<file path="config.mk">
export PLATFORM = sky130hd
export DESIGN_NAME = dcc_command_panel_unit
export DESIGN_NICKNAME = d
export VERILOG_FILES = /design/src/dcc_cp_pkg.sv /design/src/dcc_cp_frame.sv /design/src/dcc_cp_ctrl.sv /design/src/dcc_command_panel_unit.sv
export SDC_FILE = /design/constraint.sdc
export NUM_CORES = 1
export LEC_CHECK = 0
export BUFFER_PORTS_ARGS = -buffer_cell sky130_fd_sc_hd__clkbuf_2
export CAP_MARGIN = 20
export CORE_MARGIN = 3
export CORE_UTILIZATION = 40
export CTS_BUF_LIST = sky130_fd_sc_hd__clkbuf_4
export CTS_CLUSTER_SIZE = 10
export DETAILED_ROUTE_END_ITERATION = 7
export PLACE_DENSITY = 0.63
export SYNTH_ARGS = -nofsm -noshare
export SYNTH_HDL_FRONTEND = slang
export SYNTH_SLANG_ARGS = --single-unit
</file>
<file path="constraint.sdc">
create_clock -name i_clk -period 8.4 [get_ports i_clk]
set_input_delay 0 -clock i_clk [delete_from_list [all_inputs] [get_ports i_clk]]
set_output_delay 0 -clock i_clk [all_outputs]
set_load 0.1 [all_outputs]
</file>
<file path="src/dcc_cp_pkg.sv">
// dcc command panel: shared types, codes and constants
// used by dcc_cp_frame, dcc_cp_ctrl and dcc_command_panel_unit; no dependencies
`timescale 1ns / 1ps

package dcc_cp_pkg;

    localparam int unsigned FRAME_W = 51;

    // button bit positions within one sample
    localparam int unsigned BTN_SEND  = 0;
    localparam int unsigned BTN_UP    = 1;
    localparam int unsigned BTN_LEFT  = 2;
    localparam int unsigned BTN_RIGHT = 3;
    localparam int unsigned BTN_DOWN  = 4;

    localparam logic [2:0] MAX_ADDRESS  = 3'd6;
    localparam logic [4:0] MAX_SPEED    = 5'd31;
    localparam logic [4:0] MAX_FUNCTION = 5'd22;

    // function selection ranges
    localparam logic [4:0] SEL_SPEED    = 5'd0;
    localparam logic [4:0] SEL_F0       = 5'd1;
    localparam logic [4:0] SEL_F1       = 5'd2;
    localparam logic [4:0] SEL_F4       = 5'd5;
    localparam logic [4:0] SEL_F5       = 5'd6;
    localparam logic [4:0] SEL_F8       = 5'd9;
    localparam logic [4:0] SEL_F9       = 5'd10;
    localparam logic [4:0] SEL_F12      = 5'd13;
    localparam logic [4:0] SEL_F13      = 5'd14;
    localparam logic [4:0] SEL_F20      = 5'd21;

    localparam logic [FRAME_W-1:0] PREAMBLE3 = 51'h7FFFFF0000000;
    localparam logic [FRAME_W-1:0] PREAMBLE4 = 51'h7FFE000000000;

    localparam logic [7:0] CMD_SPEED   = 8'h40;
    localparam logic [7:0] CMD_FG1     = 8'h80;
    localparam logic [7:0] CMD_FG2A    = 8'hB0;
    localparam logic [7:0] CMD_FG2B    = 8'hA0;
    localparam logic [7:0] CMD_F0_BIT  = 8'h10;
    localparam logic [7:0] CMD_FEXP    = 8'hDE;

    typedef enum logic [1:0] {
        FLD_FUNCTION  = 2'd0,
        FLD_ADDRESS   = 2'd1,
        FLD_DIRECTION = 2'd2,
        FLD_SPEED     = 2'd3
    } t_field;

    typedef struct packed {
        logic [4:0] function_select;
        logic [2:0] loco_address;
        logic       direction_bit;
        logic [4:0] speed_or_on;
        t_field     field_cursor;
    } t_panel_state;

    typedef struct packed {
        logic               send_valid;
        logic [FRAME_W-1:0] frame;
        logic [15:0]        led_word;
        logic [7:0]         segment_word;
    } t_result;

endpackage

</file>
<file path="src/dcc_cp_frame.sv">
// dcc frame builder: speed, F0-F12 and F13-F20 packets with check byte; selections past F20
// give back the last frame unchanged; depends on dcc_cp_pkg
`timescale 1ns / 1ps

module dcc_cp_frame import dcc_cp_pkg::*; (
    input  t_panel_state        i_state,
    input  logic [FRAME_W-1:0]  i_last_frame,
    output logic [FRAME_W-1:0]  o_frame
);

    logic [4:0] sel;
    logic [2:0] addr;
    logic       on;
    logic [7:0] cmd;
    logic [7:0] data;
    logic [7:0] chk3;
    logic [7:0] chk4;

    always_comb begin
        sel  = i_state.function_select;
        addr = i_state.loco_address;
        on   = (i_state.speed_or_on == 5'd1);
        cmd  = CMD_SPEED | {2'b00, i_state.direction_bit, i_state.speed_or_on};
        data = 8'd0;
        if (sel == SEL_SPEED) begin
            cmd = CMD_SPEED | {2'b00, i_state.direction_bit, i_state.speed_or_on};
        end else if (sel == SEL_F0) begin
            cmd = CMD_FG1 | (on ? CMD_F0_BIT : 8'd0);
        end else if (sel <= SEL_F4) begin
            cmd = CMD_FG1 | (on ? (8'd1 << 3'(sel - SEL_F1)) : 8'd0);
        end else if (sel <= SEL_F8) begin
            cmd = CMD_FG2A | (on ? (8'd1 << 3'(sel - SEL_F5)) : 8'd0);
        end else if (sel <= SEL_F12) begin
            cmd = CMD_FG2B | (on ? (8'd1 << 3'(sel - SEL_F9)) : 8'd0);
        end
        // F20 lands on bit 7, i.e. 0x80
        if (on && sel >= SEL_F13 && sel <= SEL_F20) begin
            data = 8'd1 << 3'(sel - SEL_F13);
        end
        chk3 = {5'd0, addr} ^ cmd;
        chk4 = {5'd0, addr} ^ data ^ CMD_FEXP;

        if (sel <= SEL_F12) begin
            o_frame = PREAMBLE3 | (FRAME_W'(addr) << 19) | (FRAME_W'(cmd) << 10)
                    | (FRAME_W'(chk3) << 1) | FRAME_W'(1);
        end else if (sel <= SEL_F20) begin
            o_frame = PREAMBLE4 | (FRAME_W'(addr) << 28) | (FRAME_W'(CMD_FEXP) << 19)
                    | (FRAME_W'(data) << 10) | (FRAME_W'(chk4) << 1) | FRAME_W'(1);
        end else begin
            o_frame = i_last_frame;
        end
    end

endmodule

</file>
<file path="src/dcc_cp_ctrl.sv">
// panel state: edge detection, cursor and field updates, frame memory, display words
// depends on dcc_cp_pkg and dcc_cp_frame
`timescale 1ns / 1ps

module dcc_cp_ctrl import dcc_cp_pkg::*; (
    input  logic        i_clk,
    input  logic        i_rst_n,
    input  logic        i_step,
    input  logic [4:0]  i_buttons,
    output t_result     o_result
);

    logic [4:0]          r_prev_buttons;
    t_panel_state        r_state;
    t_panel_state        n_state;
    logic [FRAME_W-1:0]  r_last_frame;
    logic [FRAME_W-1:0]  built_frame;
    logic [4:0]          edges;
    logic [4:0]          val;
    logic                speed_mode;

    dcc_cp_frame u_frame (
        .i_state      (r_state),
        .i_last_frame (r_last_frame),
        .o_frame      (built_frame)
    );

    always_comb begin
        edges   = i_buttons & ~r_prev_buttons;
        n_state = r_state;

        if (edges[BTN_UP]) begin
            unique case (n_state.field_cursor)
                FLD_FUNCTION: begin
                    if (n_state.function_select < MAX_FUNCTION) begin
                        n_state.function_select = n_state.function_select + 5'd1;
                        n_state.direction_bit   = 1'b0;
                        n_state.speed_or_on     = 5'd0;
                    end
                end
                FLD_ADDRESS: begin
                    if (n_state.loco_address < MAX_ADDRESS)
                        n_state.loco_address = n_state.loco_address + 3'd1;
                end
                FLD_DIRECTION: n_state.direction_bit = 1'b1;
                FLD_SPEED: begin
                    if (n_state.function_select == SEL_SPEED) begin
                        if (n_state.speed_or_on < MAX_SPEED)
                            n_state.speed_or_on = n_state.speed_or_on + 5'd1;
                    end else if (n_state.speed_or_on == 5'd0) begin
                        n_state.speed_or_on = 5'd1;
                    end
                end
            endcase
        end

        if (edges[BTN_LEFT]) begin
            unique case (n_state.field_cursor)
                FLD_SPEED: n_state.field_cursor =
                    (n_state.function_select == SEL_SPEED) ? FLD_DIRECTION : FLD_ADDRESS;
                FLD_DIRECTION: n_state.field_cursor = FLD_ADDRESS;
                FLD_ADDRESS:   n_state.field_cursor = FLD_FUNCTION;
                FLD_FUNCTION:  n_state.field_cursor = FLD_FUNCTION;
            endcase
        end

        if (edges[BTN_RIGHT]) begin
            unique case (n_state.field_cursor)
                FLD_FUNCTION:  n_state.field_cursor = FLD_ADDRESS;
                FLD_ADDRESS:   n_state.field_cursor =
                    (n_state.function_select == SEL_SPEED) ? FLD_DIRECTION : FLD_SPEED;
                FLD_DIRECTION: n_state.field_cursor = FLD_SPEED;
                FLD_SPEED:     n_state.field_cursor = FLD_SPEED;
            endcase
        end

        if (edges[BTN_DOWN]) begin
            unique case (n_state.field_cursor)
                FLD_FUNCTION: begin
                    if (n_state.function_select != 5'd0) begin
                        n_state.function_select = n_state.function_select - 5'd1;
                        n_state.direction_bit   = 1'b0;
                        n_state.speed_or_on     = 5'd0;
                    end
                end
                FLD_ADDRESS: begin
                    if (n_state.loco_address != 3'd0)
                        n_state.loco_address = n_state.loco_address - 3'd1;
                end
                FLD_DIRECTION: n_state.direction_bit = 1'b0;
                FLD_SPEED: begin
                    if (n_state.function_select == SEL_SPEED) begin
                        if (n_state.speed_or_on != 5'd0)
                            n_state.speed_or_on = n_state.speed_or_on - 5'd1;
                    end else if (n_state.speed_or_on == 5'd1) begin
                        n_state.speed_or_on = 5'd0;
                    end
                end
            endcase
        end

        unique case (n_state.field_cursor)
            FLD_FUNCTION:  val = n_state.function_select;
            FLD_ADDRESS:   val = {2'b00, n_state.loco_address};
            FLD_DIRECTION: val = {4'd0, n_state.direction_bit};
            FLD_SPEED:     val = n_state.speed_or_on;
        endcase
        speed_mode = (n_state.function_select == SEL_SPEED);

        o_result.send_valid   = edges[BTN_SEND];
        o_result.frame        = edges[BTN_SEND] ? built_frame : '0;
        // bits 6 and 0 are unused
        o_result.led_word     = {n_state.function_select, n_state.loco_address,
                                 n_state.direction_bit, 1'b0, n_state.speed_or_on, 1'b0};
        o_result.segment_word = {val, n_state.field_cursor, speed_mode};
    end

    always_ff @(posedge i_clk) begin
        if (!i_rst_n) begin
            r_prev_buttons <= 5'd0;
            r_state        <= '{function_select: 5'd0, loco_address: 3'd1,
                                direction_bit: 1'b0, speed_or_on: 5'd0,
                                field_cursor: FLD_FUNCTION};
            r_last_frame   <= '0;
        end else if (i_step) begin
            r_prev_buttons <= i_buttons;
            r_state        <= n_state;
            if (edges[BTN_SEND])
                r_last_frame <= built_frame;
        end
    end

    a_addr_limit: assert property (@(posedge i_clk) disable iff (!i_rst_n)
        r_state.loco_address <= MAX_ADDRESS)
        else $error("address beyond limit");

    a_func_limit: assert property (@(posedge i_clk) disable iff (!i_rst_n)
        r_state.function_select <= MAX_FUNCTION)
        else $error("function selection beyond limit");

    a_on_off: assert property (@(posedge i_clk) disable iff (!i_rst_n)
        (r_state.function_select != SEL_SPEED) |->
            (r_state.speed_or_on <= 5'd1 && !r_state.direction_bit))
        else $error("function mode with speed or direction set");

    a_dir_skip: assert property (@(posedge i_clk) disable iff (!i_rst_n)
        (r_state.field_cursor == FLD_DIRECTION) |-> (r_state.function_select == SEL_SPEED))
        else $error("cursor on direction while a function is selected");

endmodule

</file>
<file path="src/dcc_command_panel_unit.sv">
// top level of the dcc command panel: input register, panel logic, result register
// depends on dcc_cp_pkg and dcc_cp_ctrl
`timescale 1ns / 1ps

// channel   | direction | handshake            | payload
// ----------+-----------+----------------------+-----------------------------------------
// buttons   | in        | i_valid / o_stall    | i_buttons
// result    | out       | o_valid / i_stall    | o_send_valid, o_frame, o_led_word,
//           |           |                      | o_segment_word
//
// one transaction per cycle sustained while the result side does not stall; a result is
// offered once its button transaction has passed the input register, then the result register
// the panel state and last frame are updated in the same edge that loads the result register
// synchronous active-low reset: address 1, speed mode, cursor on function, last frame zero
// a stall on the result side holds the result register; the input register then fills
// and o_stall rises, so no transaction is lost while the output waits

module dcc_command_panel_unit import dcc_cp_pkg::*; (
    input  logic                i_clk,
    input  logic                i_rst_n,
    input  logic                i_valid,
    output logic                o_stall,
    input  logic [4:0]          i_buttons,
    output logic                o_valid,
    input  logic                i_stall,
    output logic                o_send_valid,
    output logic [FRAME_W-1:0]  o_frame,
    output logic [15:0]         o_led_word,
    output logic [7:0]          o_segment_word
);

    logic        r_in_valid;
    logic [4:0]  r_in_buttons;
    logic        r_out_valid;
    t_result     r_out;
    t_result     step_result;
    logic        out_free;
    logic        step;
    logic        in_take;

    // result register can take a new value when empty or being drained
    assign out_free = !r_out_valid || !i_stall;
    assign step     = r_in_valid && out_free;
    assign o_stall  = r_in_valid && !out_free;
    assign in_take  = i_valid && !o_stall;

    dcc_cp_ctrl u_ctrl (
        .i_clk     (i_clk),
        .i_rst_n   (i_rst_n),
        .i_step    (step),
        .i_buttons (r_in_buttons),
        .o_result  (step_result)
    );

    // input register
    always_ff @(posedge i_clk) begin
        if (!i_rst_n) begin
            r_in_valid <= 1'b0;
        end else if (in_take) begin
            r_in_valid <= 1'b1;
        end else if (step) begin
            r_in_valid <= 1'b0;
        end
    end

    always_ff @(posedge i_clk) begin
        if (in_take)
            r_in_buttons <= i_buttons;
    end

    // result register
    always_ff @(posedge i_clk) begin
        if (!i_rst_n) begin
            r_out_valid <= 1'b0;
        end else if (out_free) begin
            r_out_valid <= step;
        end
    end

    always_ff @(posedge i_clk) begin
        if (step)
            r_out <= step_result;
    end

    assign o_valid        = r_out_valid;
    assign o_send_valid   = r_out.send_valid;
    assign o_frame        = r_out.frame;
    assign o_led_word     = r_out.led_word;
    assign o_segment_word = r_out.segment_word;

endmodule

</file>
==> results of run 1 <==
power groups by stage:
stage,logic (mW),registers [mW],clock network [mW]
3_5_place_dp,0.364,0.871,0
4_1_cts,0.368,0.854,0.464
6_report,0.368,0.854,0.443
2_1_floorplan,0.164,1.00,0
5_1_grt,0.396,0.859,0.494
3_3_place_gp,0.363,0.870,0
cell type report:
type                            count  area, sq um
Inverter                           24         92.6
Clock buffer                       18          135
Antenna cell                        2         5.00
Sequential cell                   153         3850
Fill cell                        1730         9760
Clock inverter                     14          138
Multi-Input combinational cell    532         3340
Tap cell                          229          287
Timing Repair Buffer              102          596
stage by stage:
stage / cells / setup WS [ns] / power [mW] / cell area, sq um / hold WS, ns
6_report: 1074 / 3.14 / 1.66 / 8450 / 0.0729
3_5_place_dp: 1030 / 3.26 / 1.24 / 8060 / 0.179
5_1_grt: 1074 / 2.68 / 1.75 / 8450 / 0.0742
4_1_cts: 1070 / 3.20 / 1.69 / 8410 / 0.0349
3_3_place_gp: 1030 / 3.43 / 1.23 / 8060 / 0.180
2_1_floorplan: 761 / 4.21 / 1.17 / 7500 / 0.0989
metal layers:
layer  share of wire (%)  track usage, %  up-vias
met3                 4.7            3.68       24
met1                  45            23.9     2898
met2                  48            29.0      167
li1                    -               -     2909
met5                   0               0        -
met4                 1.9            6.65        0
path summary, 6_finish.rpt:
kind / from / end / slack [ns]
worst max-delay path: u_ctrl.r_state[13]$_SDFFE_PN0P_ / o_segment_word[4]$_DFFE_PP_ / 3.14
worst min-delay path: i_rst_n / u_ctrl.r_state[8]$_SDFFE_PN1P_ / 0.07
worst max register to register: u_ctrl.r_state[13]$_SDFFE_PN0P_ / o_segment_word[4]$_DFFE_PP_ / 3.14
worst min register to register: u_ctrl.r_prev_buttons[2]$_SDFFE_PN0P_ / u_ctrl.r_prev_buttons[2]$_SDFFE_PN0P_ / 0.47
critical path, delay by kind of cell (launching register included):
| kind | cells | cell delay [ns] |
|---|---|---|
| AO/OA/AOI/OAI | 5 | 1.54 |
| adder cells (fa/ha/maj) | 3 | 0.87 |
| flip-flops | 1 | 0.67 |
| multiplexers | 2 | 0.80 |
| AND/OR/NAND/NOR | 5 | 1.23 |
state kept, by name (all words and copies together) (netlist names):
register / cells
u_ctrl.r_state: 16
r_in_buttons: 5
o_valid: 1
o_frame: 51
u_ctrl.r_prev_buttons: 5
o_led_word: 14
o_send_valid: 1
o_segment_word: 8
u_ctrl.r_last_frame: 51
r_in_valid: 1
synth_stat cells, drive strengths merged, types with 3 or more instances:
| master | instances |
|---|---|
| nand2 | 83 |
| nor2 | 80 |
| edfxtp | 79 |
| dfxtp | 74 |
| clkbuf | 44 |
| a21oi | 43 |
| o21ai | 39 |
| ha | 27 |
| o21a | 26 |
| nor2b | 24 |
| inv | 23 |
| a21boi | 16 |
| nand3 | 15 |
| a22oi | 12 |
| and3 | 12 |
| nor3 | 11 |
| a31oi | 10 |
| and2 | 9 |
| a221oi | 8 |
| buf | 8 |
| nand2b | 7 |
| nor4 | 6 |
| xnor2 | 6 |
| mux2i | 5 |
| o22ai | 5 |
| a211o | 4 |
| a21o | 4 |
| a311oi | 4 |
| nand4 | 4 |
| o211ai | 4 |
| o31ai | 4 |
| a22o | 3 |
| a32o | 3 |
| a32oi | 3 |
| mux2 | 3 |
| nor4b | 3 |
| o211a | 3 |
| o2bb2ai | 3 |
| o311ai | 3 |
| or4 | 3 |
repair_timing:
action / 4_1_cts / 5_1_grt
hold buffers: 8 / 0
hold endpoints to repair: 12 / 0
resized for setup: 0 / 0
setup buffers: 0 / 0
cells by family (layout without fill, tap and decap cells):
kind of cell    after synthesis  count (layout)  synth area share (%)
flops                       153             153                  51.4
xor+xnor                      8               8                 0.935
other cells                   1               4                0.0501
buf+inv                      76             158                  3.97
simple gates                267             267                  17.3
fa+ha+maj                    27              27                  4.51
mux                           8               8                  1.17
compound gates              220             220                  20.7
==> out/results.tsv, run 1 <==
metric	value	unit
status	finished clean	
clock-sinks	153	
layout_common_cells	83 x clkbuf_2, 82 x nand2_1, 80 x nor2_1	
pwr-share-clk	26.6	%
track_usage	18.0	%
yosys_warnings	0	
grt_pass1_vias	5599	
num_vias	5998	
drive_gt1_share	17.0	%
synth_edf_count	79	
cp_data_required_time	8.80	ns
ys_seq_area_share	51.4	%
peakVddDrop	0.0854	mV
critPathLaunchType	flop	
relSlewSlack	39.7	%
numCtsBuffers	17	
layout_commonest_cell	clkbuf_2	
hold_depth	3	
yosys-top-cells-area	edfxtp_1 32%, dfxtp_1 20%, ha_1 4.5%	
period_share	62.7	%
utilization	46.4	%
cp_slowest_cell	a2111oi_4	
power_leakage	3.36	nW
ant_nets	0	
cpMostUsedCell	ha_1	
grt_overflow	0	
place_congestion	0.878	
yosysTopAreaCellShare	31.7	%
ys_ff_latch	153	
root_buffer	clkbuf_4	
core.rowCount	49	
synth_top_area_cell	edfxtp_1	
comb_power_share	22.1	%
die_h	143	um
fp.coreArea	18200	sq um
synth.distinct_cells	83	
critical_path_arrival	5.67	ns
drc	0	
firstDrtPassIters	5	
hp-class	in -> reg	
hpwlAfterDp	11900	um
dieArea	20400	sq um
area_growth	12.8	%
drt-wirelength-per-cell	16.6	um
critPathMaxStageDelay	0.76	ns
syn_area_per_cell	9.86	sq um
worstSetupEndpointType	flop	
critical_path.max_fanout	15	
grt_pass1_wl	29100	um
syn_inst	760	
grt_max_degree	78	
die_w	143	um
hold_viol	0	
period_needed	5.26	ns
power.internal	1.07	mW
tightestPinTransition	0.905	ns
cts_tree	done	
pin_count	87	
post_drt_via_cell_ratio	5.58	
port_buffers	84	
synthArstFlopShare	0	%
antenna_found_initial	1	
routed_wl	17900	um
p_sw	593	uW
start_util	41.1	%
cp_cell_sequence	ha_1, o21ai_0, nand2_1, mux2i_1, ha_1, nand2_1, or4_4, a2111oi_4, o2bb2ai_1, ha_1, and2_1, nor2b_1, mux2i_1, o2bb2ai_1, a31oi_1	
clockBufferDepth	2	
r2r_cells	15	
synth_flop_cell	edfxtp_1	
p_per_area	197	nW/um^2
maxCapViolCount	0	
finalSetupViolCount	0	
path_class	reg -> reg	
drtIter0Drc	454	
clkTransAtPathRegs	0.15	ns
swShare	35.6	%
synth_area	7490	sq um
grt_setup_unrepaired	no	
slew_violations	0	
layout.nets	866	
clock_skew	0.0215	ns
p_seq_share	51.3	%
fin_tns_setup	0	ns
clk_latency	0.55	ns
max_freq	0.190	GHz
htree_levels	4	
Note: power is estimated with default switching activity, not from simulation.
==> run 2: changes to the inputs <==
Settings changed: PLACE_DENSITY 0.63 to 0.65.
Clock period 8.4 ns to 4.6 ns, I/O delays scaled along.
==> run 2 against run 1 <==
- die area is the same
- hold slack better by 0.061 ns
- highest routed layer unchanged
- largest power group unchanged
- design area grew 1.6%
- sequential power grew 81%
- sequential cell count is the same
- core utilization increased by 0.76 points
- via count is 0.22% lower
==> out/results.tsv, run 2 (synthesis results as in run 1) <==
metric	value	unit
status	finished clean	
hold_start	i_buttons[4]	
fillerInstances	1677	
swShare	36.4	%
relSlewSlack	43.7	%
start_util	41.1	%
grt_overflow	0	
routed-wl-met2	8720	um
clk_latency	0.58	ns
numCtsBuffers	17	
antenna_found_initial	1	
routed_wl	18200	um
clkTransAtPathRegs	0.15	ns
wl_met1	8090	um
fp.coreArea	18200	sq um
dieArea	20400	sq um
clock-sinks	153	
track_usage	18.2	%
hpwlAfterDp	12300	um
wl_met3	1030	um
cp_slowest_cell	or4_1	
pwr-share-clk	27.6	%
cp_cell_sequence	inv_1, ha_1, and3b_1, nand2_2, xnor2_1, ha_1, nand2_1, or4_4, a2111oi_4, a31oi_4, ha_1, nor2_2, nand2_1, or4_1, a32oi_1	
critPathLaunchType	flop	
period_share	94.0	%
p_sw	1.14	mW
crit_family	simple AND/OR/NAND/NOR gates	
cp_data_required_time	5.01	ns
grt_max_degree	67	
period_needed	4.32	ns
worstSetupEndpointType	flop	
critPathMaxStageDelay	0.59	ns
area_growth	14.6	%
finalSetupViolCount	0	
layout_commonest_cell	clkbuf_2	
pin_count	87	
drt-wirelength-per-cell	16.8	um
critical_path.reg2reg.endpoint	o_segment_word[5]$_DFFE_PP_	
peakVddDrop	0.179	mV
layout_common_cells	84 x clkbuf_2, 81 x nand2_1, 79 x nor2_1, 79 x edfxtp_1, 72 x dfxtp_1	
setup_ws	0.278	ns
root_buffer	clkbuf_4	
hold_viol	0	
p_seq_share	49.8	%
drtIter0Drc	524	
ant_nets	0	
power.internal	1.98	mW
firstDrtPassIters	6	
whs	0.134	ns
hp-class	in -> reg	
grt_pass1_wl	29400	um
cp-startpoint	u_ctrl.r_state[0]$_SDFFE_PN0P_	
fin_tns_setup	0	ns
reg2reg_setup_slack	0.28	ns
tightestPinTransition	0.842	ns
cts_tree	done	
grt_pass1_vias	5670	
top_layer_used	met4	
post_drt_via_cell_ratio	5.52	
maxCapViolCount	0	
htree_levels	4	
max_freq	0.231	GHz
die_w	143	um
power.total	3.12	mW
layout.nets	877	
r2r_cells	15	
core.rowCount	49	
p_per_area	363	nW/um^2
power_leakage	3.40	nW
num_vias	5985	
die_h	143	um
drc	0	
preCtsSetupSlack	-0.0384	ns
cp_num_buf_inv	1	
grt_setup_unrepaired	no	
path_class	reg -> reg	
clock_skew	0.0215	ns
place_congestion	0.925	
critical_path_arrival	4.73	ns
drive_gt1_share	19.2	%
cpMostUsedCell	ha_1	
timing.rr.start	u_ctrl.r_state[0]$_SDFFE_PN0P_	
hold_depth	2	
slew_violations	0	
clockBufferDepth	2	
port_buffers	84	
comb_power_share	22.6	%
holdPathEnd	r_in_buttons[4]$_DFFE_PP_	
critical_path.max_fanout	5	
run 2: changes by cell type in the layout (fill, tap and decap cells not counted), sizes merged:
cell / previous run / this run
buf: 11 / 20
clkinv: 6 / 4
clkinvlp: 0 / 2
dlygate4sd3: 8 / 9
inv: 31 / 32
run 2: metal layers:
metal	up-vias	track usage [%]
li1	2934	-
met1	2859	23.6
met2	163	30.2
met3	29	4.09
met4	0	6.35
met5	-	0
run 2: per-stage QoR:
step | cells | cell area, sq um | util (%)
after global routing | 1085 | 8590 | 47.2
after global placement | 1041 | 8140 | 44.7
after detailed placement | 1041 | 8140 | 44.7
final | 1085 | 8590 | 47.2
after floorplan | 761 | 7500 | -
after CTS | 1082 | 8530 | 46.9
run 2: worst max-delay path by stage:
stage / slack [ns] / cells past startpoint / endpoint
after floorplan: 0.41 / 15 / o_segment_word[5]$_DFFE_PP_
after global placement: 0.19 / 15 / o_segment_word[3]$_DFFE_PP_
after detailed placement: -0.04 / 15 / o_segment_word[3]$_DFFE_PP_
after CTS: 0.01 / 16 / o_segment_word[3]$_DFFE_PP_
after global routing: 0.01 / 15 / o_segment_word[5]$_DFFE_PP_
final: 0.28 / 15 / o_segment_word[5]$_DFFE_PP_
run 2: final cells by class:
class	count	area, sq um	area share [%]
clock inverter	15	175	2.04
sequential	153	3860	44.9
timing repair buffer	113	661	7.69
multi-input combinational	532	3390	39.4
clock buffer	17	128	1.49
antenna	2	5.00	0.0583
inverter	24	92.6	1.08
tap	229	287	3.34
run 2: worst register-to-register path, stage by stage, from the launching register on:
cell,delay [ns]
dfxtp_2,0.37
inv_1,0.10
ha_1,0.25
and3b_1,0.26
nand2_2,0.12
xnor2_1,0.24
ha_1,0.27
nand2_1,0.07
or4_4,0.43
a2111oi_4,0.43
a31oi_4,0.18
ha_1,0.34
nor2_2,0.17
nand2_1,0.12
or4_1,0.59
a32oi_1,0.22
run 2: power by group through the flow:
stage	Combinational, mW	Sequential, mW	Clock, mW
after detailed placement	0.687	1.58	0
after floorplan	0.299	1.83	0
after global placement	0.686	1.58	0
after CTS	0.695	1.55	0.891
final	0.705	1.55	0.862
after global routing	0.758	1.56	0.948
run 2: timing repair:
item | CTS | global route
setup buffers | 0 | 1
pin swaps | 0 | 1
endpoints found under the hold margin | 28 | 0
setup endpoints to repair | 3 | 13
hold buffers | 9 | 0
resized for setup | 1 | 11
==> run 3: changes to the inputs <==
Settings changed: CORE_UTILIZATION 40 to 35, PLACE_DENSITY 0.65 to 0.59.
==> run 3 against run 2 <==
- wire length up 1.0%
- sequential power about the same
- critical path type unchanged
- power decreased by 2.7%
- via count is 0.50% higher
- global-route usage fell by 2.2 points
- hold slack worse by 0.078 ns
- register-to-register slack worse by 0.03 ns
- die area up 14%
- cell count is 3.7% higher
- first-iteration DRC count is 1.7% higher
- clock-buffer cell count rose by 2
- fmax decreased by 0.75%
==> out/results.tsv, run 3 (synthesis results as in run 1) <==
metric	value	unit
status	finished clean	
whs	0.0559	ns
hold_viol	0	
root_buffer	clkbuf_4	
layout.nets	877	
p_per_area	353	nW/um^2
holdPathEnd	u_ctrl.r_state[8]$_SDFFE_PN1P_	
drive_gt1_share	19.0	%
routed_wl	18400	um
r2r_cells	15	
worstSetupEndpointType	flop	
clk_latency	0.57	ns
place_congestion	0.969	
clockBufferDepth	2	
max_freq	0.230	GHz
critical_path_arrival	4.77	ns
fillerInstances	2019	
drc	0	
drtIter0Drc	533	
hold_start	i_rst_n	
power.total	3.03	mW
critPathMaxStageDelay	0.59	ns
preCtsSetupSlack	0.119	ns
critical_path.reg2reg.endpoint	o_segment_word[5]$_DFFE_PP_	
utilization	41.6	%
clock-sinks	153	
track_usage	16.0	%
dieArea	23200	sq um
cp_num_buf_inv	1	
fin_tns_setup	0	ns
pin_count	87	
drt-wirelength-per-cell	16.4	um
die_h	152	um
num_vias	6015	
tightestPinTransition	1.03	ns
port_buffers	84	
dpl_cell_area	8210	sq um
cp_cell_sequence	inv_1, ha_1, and3b_1, nand2_2, mux2i_2, ha_2, nand2_1, or4_4, a2111oi_4, a31oi_4, ha_1, nor2_1, nand2_1, or4_1, a32oi_1	
dp.cells	1084	
fin_cells	1125	
reg2reg_setup_slack	0.25	ns
htree_levels	4	
crit_family	simple AND/OR/NAND/NOR gates	
critical_path.max_fanout	5	
setup_ws	0.245	ns
post_drt_via_cell_ratio	5.35	
area_growth	14.6	%
relSlewSlack	30.1	%
period_needed	4.35	ns
post_cts_buffers	0	
maxCapViolCount	0	
layout_common_cells	84 x clkbuf_2, 81 x nand2_1, 80 x nor2_1	
numCtsBuffers	17	
grt_overflow	0	
path_class	reg -> reg	
peakVddDrop	0.149	mV
stdcell_area	8590	sq um
clkTransAtPathRegs	0.14	ns
start_util	36.3	%
grt_max_degree	78	
core.rowCount	52	
timing.rr.start	u_ctrl.r_state[1]$_SDFFE_PN0P_	
cp_data_required_time	5.01	ns
grt_setup_unrepaired	no	
cp-startpoint	u_ctrl.r_state[1]$_SDFFE_PN0P_	
period_share	94.7	%
ant_nets	0	
grt_pass1_vias	5798	
cts_tree	done	
hold_depth	3	
cp_slowest_cell	or4_1	
layout_commonest_cell	clkbuf_2	
antenna_found_initial	1	
grt_pass1_wl	30500	um
slew_violations	0	
clock_skew	0.0203	ns
critPathLaunchType	flop	
firstDrtPassIters	6	
hpwlAfterDp	12500	um
finalSetupViolCount	0	
fp.coreArea	20600	sq um
die_w	152	um
hp-class	in -> reg	
power_leakage	3.39	nW
[run 3: cell type report]
type | instances | area, sq um | share of cell area, %
multi-input combinational | 532 | 3390 | 39.5
inverter | 24 | 92.6 | 1.08
sequential | 153 | 3850 | 44.9
clock inverter | 13 | 109 | 1.27
timing repair buffer | 113 | 658 | 7.67
clock buffer | 19 | 143 | 1.66
tap | 270 | 338 | 3.93
antenna | 1 | 2.50 | 0.0291
[run 3: repair_timing]
action / 4_1_cts / 5_1_grt
hold buffers: 8 / 0
endpoints found under the setup margin: 0 / 19
hold endpoints to repair: 18 / 0
resized for setup: 0 / 9
[run 3: power breakdown]
group | switching [mW] | leakage (nW) | total [mW] | internal (mW)
clock network | 0.532 | 0.137 | 0.774 | 0.242
logic | 0.536 | 1.90 | 0.708 | 0.173
registers | 0.0387 | 1.35 | 1.55 | 1.51
[run 3: layer usage]
| layer | up-vias | share of wire (%) | global-route usage [%] | routed length, um |
|---|---|---|---|---|
| met5 | - | 0 | 0 | 0 |
| met4 | 0 | 1.5 | 5.27 | 282 |
| met3 | 24 | 6.3 | 3.98 | 1160 |
| met2 | 200 | 46 | 25.2 | 8490 |
| met1 | 2861 | 46 | 21.7 | 8480 |
| li1 | 2930 | - | - | - |
[run 3: tightest hold or removal path, stage by stage]
cell      delay (ns)
clkbuf_2        0.08
buf_4           0.34
nand3_1         0.15
[run 3: worst max-delay path by stage]
stage	to	slack [ns]	cells past startpoint
finish	o_segment_word[5]$_DFFE_PP_	0.25	15
global route	o_segment_word[5]$_DFFE_PP_	0.03	15
CTS	o_segment_word[3]$_DFFE_PP_	0.06	15
detailed placement	o_segment_word[3]$_DFFE_PP_	0.12	15
global placement	o_segment_word[3]$_DFFE_PP_	0.25	15
floorplan	o_segment_word[5]$_DFFE_PP_	0.41	15
